`src/hw/rtl/ptep_pkg.sv`:
```
// Shared constants for the pyrogenic threshold block.
// Used by the channel interfaces, the divider and the top level.
`default_nettype none
package ptep_pkg;
   localparam int VAL_W = 48;          // Q32.16 value width
   localparam int NUM_W = 104;         // dividend width of the shared divider
   localparam int DEN_W = 56;          // divisor width of the shared divider
   localparam int DIV_CNT_W = $clog2(NUM_W);
   localparam int MUL_STEPS = 48;      // multiplier bits scanned per product
   localparam int MUL_CNT_W = $clog2(MUL_STEPS);
   localparam int CSR_ADDR_W = 6;
   localparam int CSR_DATA_W = 64;
   localparam int EULER_SUBSTEPS_DEF = 11;

   localparam logic [2:0] REG_INIT_THR  = 3'd0;
   localparam logic [2:0] REG_DECAY     = 3'd1;
   localparam logic [2:0] REG_YSTAR_SQ  = 3'd2;
   localparam logic [2:0] REG_ALPHA     = 3'd3;
   localparam logic [2:0] REG_YSTAR_ONE = 3'd4;
   localparam logic [2:0] REG_STEP_DAYS = 3'd5;

   localparam logic [4:0] STEP_DAYS_RESET = 5'd5;
endpackage
`default_nettype wire

```
`src/hw/rtl/ptep_div.sv`:
```
// Radix-2 restoring divider, one quotient bit per cycle.
// Depends on ptep_pkg for the operand widths.
`default_nettype none
module ptep_div import ptep_pkg::*; (
   input  logic             clock,
   input  logic             reset,
   input  logic             start,
   input  logic [NUM_W-1:0] num,
   input  logic [DEN_W-1:0] den,
   output logic             done,
   output logic [NUM_W-1:0] quo
);
   logic                 busy_ff, busy_in;
   logic                 done_ff, done_in;
   logic [DIV_CNT_W-1:0] cnt_ff, cnt_in;
   logic [DEN_W-1:0]     rem_ff, rem_in;
   logic [NUM_W-1:0]     nq_ff, nq_in;
   logic [DEN_W-1:0]     den_ff, den_in;
   logic [DEN_W:0]       rem_sh;
   logic [DEN_W+1:0]     diff;
   logic                 fits;

   always_comb begin
      rem_sh = {rem_ff, nq_ff[NUM_W-1]};
      diff = {1'b0, rem_sh} - {2'b00, den_ff};
      fits = !diff[DEN_W+1];
      busy_in = busy_ff;
      done_in = 1'b0;
      cnt_in = cnt_ff;
      rem_in = rem_ff;
      nq_in = nq_ff;
      den_in = den_ff;
      if (start) begin
         busy_in = 1'b1;
         cnt_in = '0;
         rem_in = '0;
         nq_in = num;
         den_in = den;
      end else if (busy_ff) begin
         // The dividend shifts out at the top while quotient bits enter below.
         rem_in = fits ? diff[DEN_W-1:0] : rem_sh[DEN_W-1:0];
         nq_in = {nq_ff[NUM_W-2:0], fits};
         cnt_in = cnt_ff + 1'b1;
         if (cnt_ff == DIV_CNT_W'(NUM_W - 1)) begin
            busy_in = 1'b0;
            done_in = 1'b1;
         end
      end
   end

   always_ff @(posedge clock) begin
      if (reset) begin
         busy_ff <= 1'b0;
         done_ff <= 1'b0;
      end else begin
         busy_ff <= busy_in;
         done_ff <= done_in;
      end
      cnt_ff <= cnt_in;
      rem_ff <= rem_in;
      nq_ff <= nq_in;
      den_ff <= den_in;
   end

   assign done = done_ff;
   assign quo = nq_ff;
endmodule
`default_nettype wire
```
`config.mk`:
```
export PLATFORM = sky130hd
export DESIGN_NAME = ptep_div
export DESIGN_NICKNAME = d
export VERILOG_FILES = /design/src/hw/rtl/ptep_pkg.sv /design/src/hw/rtl/ptep_div.sv
export SDC_FILE = /design/constraint.sdc
export NUM_CORES = 1
export LEC_CHECK = 0
export ABC_AREA = 1
export BUFFER_PORTS_ARGS = -buffer_cell sky130_fd_sc_hd__buf_4
export CAP_MARGIN = 20
export CORE_MARGIN = 10
export CORE_UTILIZATION = 40
export CTS_CLUSTER_DIAMETER = 150
export DETAILED_ROUTE_END_ITERATION = 6
export PLACE_DENSITY_LB_ADDON = 0.25
export SLEW_MARGIN = 10
export SYNTH_ARGS = -nofsm -noshare
export SYNTH_HDL_FRONTEND = slang
export SYNTH_SLANG_ARGS = --single-unit
```
`constraint.sdc`:
```
create_clock -name clock -period 6.1 [get_ports clock]
set_clock_uncertainty 0.15 [all_clocks]
set_input_delay 1.22 -clock clock [delete_from_list [all_inputs] [get_ports clock]]
set_output_delay 1.22 -clock clock [all_outputs]
set_load 0.05 [all_outputs]
```
==> flow_metrics.tcl <==
set metrics [dict create \
    rows 70 \
    worst_pin_slew_ns 0.997 \
    grt-ovfl-total 0 \
    synth_top_family_by_area "simple AND/OR/NAND/NOR gates" \
    relSlewSlack_pct 33.5 \
    synth_mux_area_share_pct 0 \
    area_delta_synth_final_pct 23.0 \
    fillCellCount 3625 \
    r2r_end "rem_ff[31]$_SDFFE_PP0P_" \
    leakagePower_nw 9.84 \
    swShare_pct 29.6 \
    grt_util_all_layers_pct 20.6 \
    finalSetupTns_ns 0 \
    fin_area_um2 18000 \
    use_met2_pct 33.3 \
    post-route-min-period_ns 3.11 \
    p_total_mw 4.27 \
    worst-setup-path-type "input port to flip-flop" \
    p_comb_share_pct 18.2 \
    postRouteAntennaNets 0 \
    grt_busiest_layer "met2" \
    drc_errors 0 \
    fp.dieW_um 211 \
    avgSynthCellArea_um2 6.67 \
    vias 13900 \
    grt_pass1_wl_um 73300 \
    clk_pin_slew_ns 0.06 \
    viasPerCell 4.71 \
    antenna_cells 0 \
    synth.distinct_cells 35 \
    ys_warn_count 0 \
    hp-start "rem_ff[29]$_SDFFE_PP0P_" \
    synth-seq-cells 225 \
    p_seq_share_pct 42.8 \
    initial_utilization_pct 40.3 \
    power.density_nw_per_um2 237 \
    numCtsBuffers 28 \
    ctsResizeCount 0 \
    grt_max_degree 111 \
    dp_hpwl_um 36000 \
    drive_above_1_share_pct 14.0 \
    antenna_found_initial 0 \
    cts_hold_buf 0 \
    cts_buffer_depth 3 \
    synth-edff-count 160 \
    wl_per_cell_um 15.8 \
    synthTopCellsByArea "edfxtp_1 (33%), nand2_1 (25%), inv_1 (12%), dfxtp_1 (8.9%), nand3_1 (5.7%)" \
    yosysSeqAreaShare_pct 41.7 \
    met3_usage_pct 6.12 \
    timing.final.ws_setup_ns 2.99 \
    rsz0062_at_grt "false" \
    ios 268 \
    worst_ep_required_time_ns 6.17 \
    finalHoldViolCount 0 \
    core-area_um2 36300 \
    rr_worst_depth 14 \
    setup_viol 0 \
    r2r_slack_ns 3.04 \
    yosys.area_share.adder_pct 5.00 \
    synthesis.area_um2 14700 \
    internal_power_mw 3.01 \
    timing.rr.start "den_ff[43]$_DFFE_PP_" \
    place_area_um2 17100 \
    outcome "completed" \
    root_buffer "clkbuf_16" \
    fin_crit_sh_pct 51.0 \
    end_kind "flip-flop" \
    power.switching_mw 1.26 \
    dieArea_um2 44700 \
    whs_path_depth 2 \
    max_cap_viol_count 0 \
    path_max_fanout 107 \
    insertion_delay_ns 0.56 \
    gp_congestion 0.984 \
    grt_pass1_vias 13700 \
    ir_drop_mv 0.163 \
    synth_compound_area_share_pct 2.56 \
    yosysTopAreaCell "edfxtp_1" \
    arrival_ns 3.18 \
    start_kind "input port" \
    port_buffers 267 \
    htree_num_levels 1 \
    synth_common_cells "nand2_1 (988), inv_1 (453), nand3_1 (167)" \
    synth-simple-area-share_pct 35.7 \
    synthCells 2196 \
    grt_util_met1_pct 26.2 \
    cts_setup_buffers 0 \
    pre_cts_ws_ns 2.32 \
    cts_num_sinks 225 \
    ys.flop_type "edfxtp_1" \
    hold_end "rem_ff[29]$_SDFFE_PP0P_" \
    cts_tree "done" \
    die_h_um 211 \
    drtIter0Drc 971 \
    wirelength_um 46500 \
    p_clk_share_pct 39.0 \
    synth.most_common_cell "nand2_1" \
    netlist.area_leader.share_pct 32.8 \
    drv_slew 0 \
    syn-num-nets 2417 \
    dr.pass1.iters 5 \
    synth_xor_area_share_pct 1.37 \
    fmax_mhz 321 \
    synthArstFlopShare_pct 0 \
    worst_hold_slack_ns 0.319 \
    min_path_type "flip-flop to flip-flop" \
    final_net_count 2671 \
]
## cell type report
class | count | area, um2 | share of cell area (%)
multi-input combinational | 1457 | 6560 | 36.4
timing repair buffer | 278 | 2110 | 11.7
inverter | 460 | 1730 | 9.60
sequential | 225 | 6110 | 33.9
clock buffer | 32 | 736 | 4.08
clock inverter | 20 | 195 | 1.08
tap | 468 | 586 | 3.25
## routing by layer
metal,share of wire [%],vias to the layer above
li1,-,7156
met1,44,6215
met3,9.0,60
met2,45,421
met5,0,-
met4,2.2,0
## per-stage QoR
stage	std cells	util, %
2_1_floorplan	2196	-
3_3_place_gp	2887	47.0
3_5_place_dp	2887	47.0
4_1_cts	2939	49.5
5_1_grt	2940	49.6
6_report	2940	49.6
## power groups by stage
stage	registers (mW)	logic, mW	clock network [mW]
final	1.83	0.779	1.66
after global routing	1.84	0.843	1.77
after CTS	1.83	0.784	1.72
after detailed placement	1.86	0.784	0
after global placement	1.86	0.777	0
after floorplan	2.10	0.237	0
## logic make-up after synthesis
kind of cell / Yosys count
xor+xnor: 23
simple gates: 1304
fa+ha+maj: 58
buf+inv: 514
compound gates: 72
flops: 225
## layout by cell type (no fill, tap or decap), drive strengths merged, types with 32 or more instances in the layout
cell type  count
a21oi         34
dfxtp         65
nor2         106
inv          461
nand2        989
buf          278
ha            57
o21ai         33
clkbuf        32
edfxtp       160
nand3        168
## state kept, by name, indices dropped and copies added, names as in the netlist
name and count:
den_ff 56, done 1, rem_ff 56, busy_ff 1, quo 104, cnt_ff 7
## worst max path at each step
stage / start / end / slack [ns] / cells after the start
5_1_grt: start / quo[19]$_DFFE_PP_ / 2.76 / 4
6_report: start / quo[2]$_DFFE_PP_ / 2.99 / 4
3_5_place_dp: start / quo[19]$_DFFE_PP_ / 2.32 / 4
4_1_cts: start / quo[19]$_DFFE_PP_ / 2.92 / 4
2_1_floorplan: start / quo[0]$_DFFE_PP_ / 0.51 / 5
3_3_place_gp: start / quo[20]$_DFFE_PP_ / 2.35 / 4
## critical path, cell delays in order
cell	delay, ns
buf_6	0.54
nor2_2	0.11
inv_4	0.70
buf_4	0.50
(Power assumes the default switching activity.)
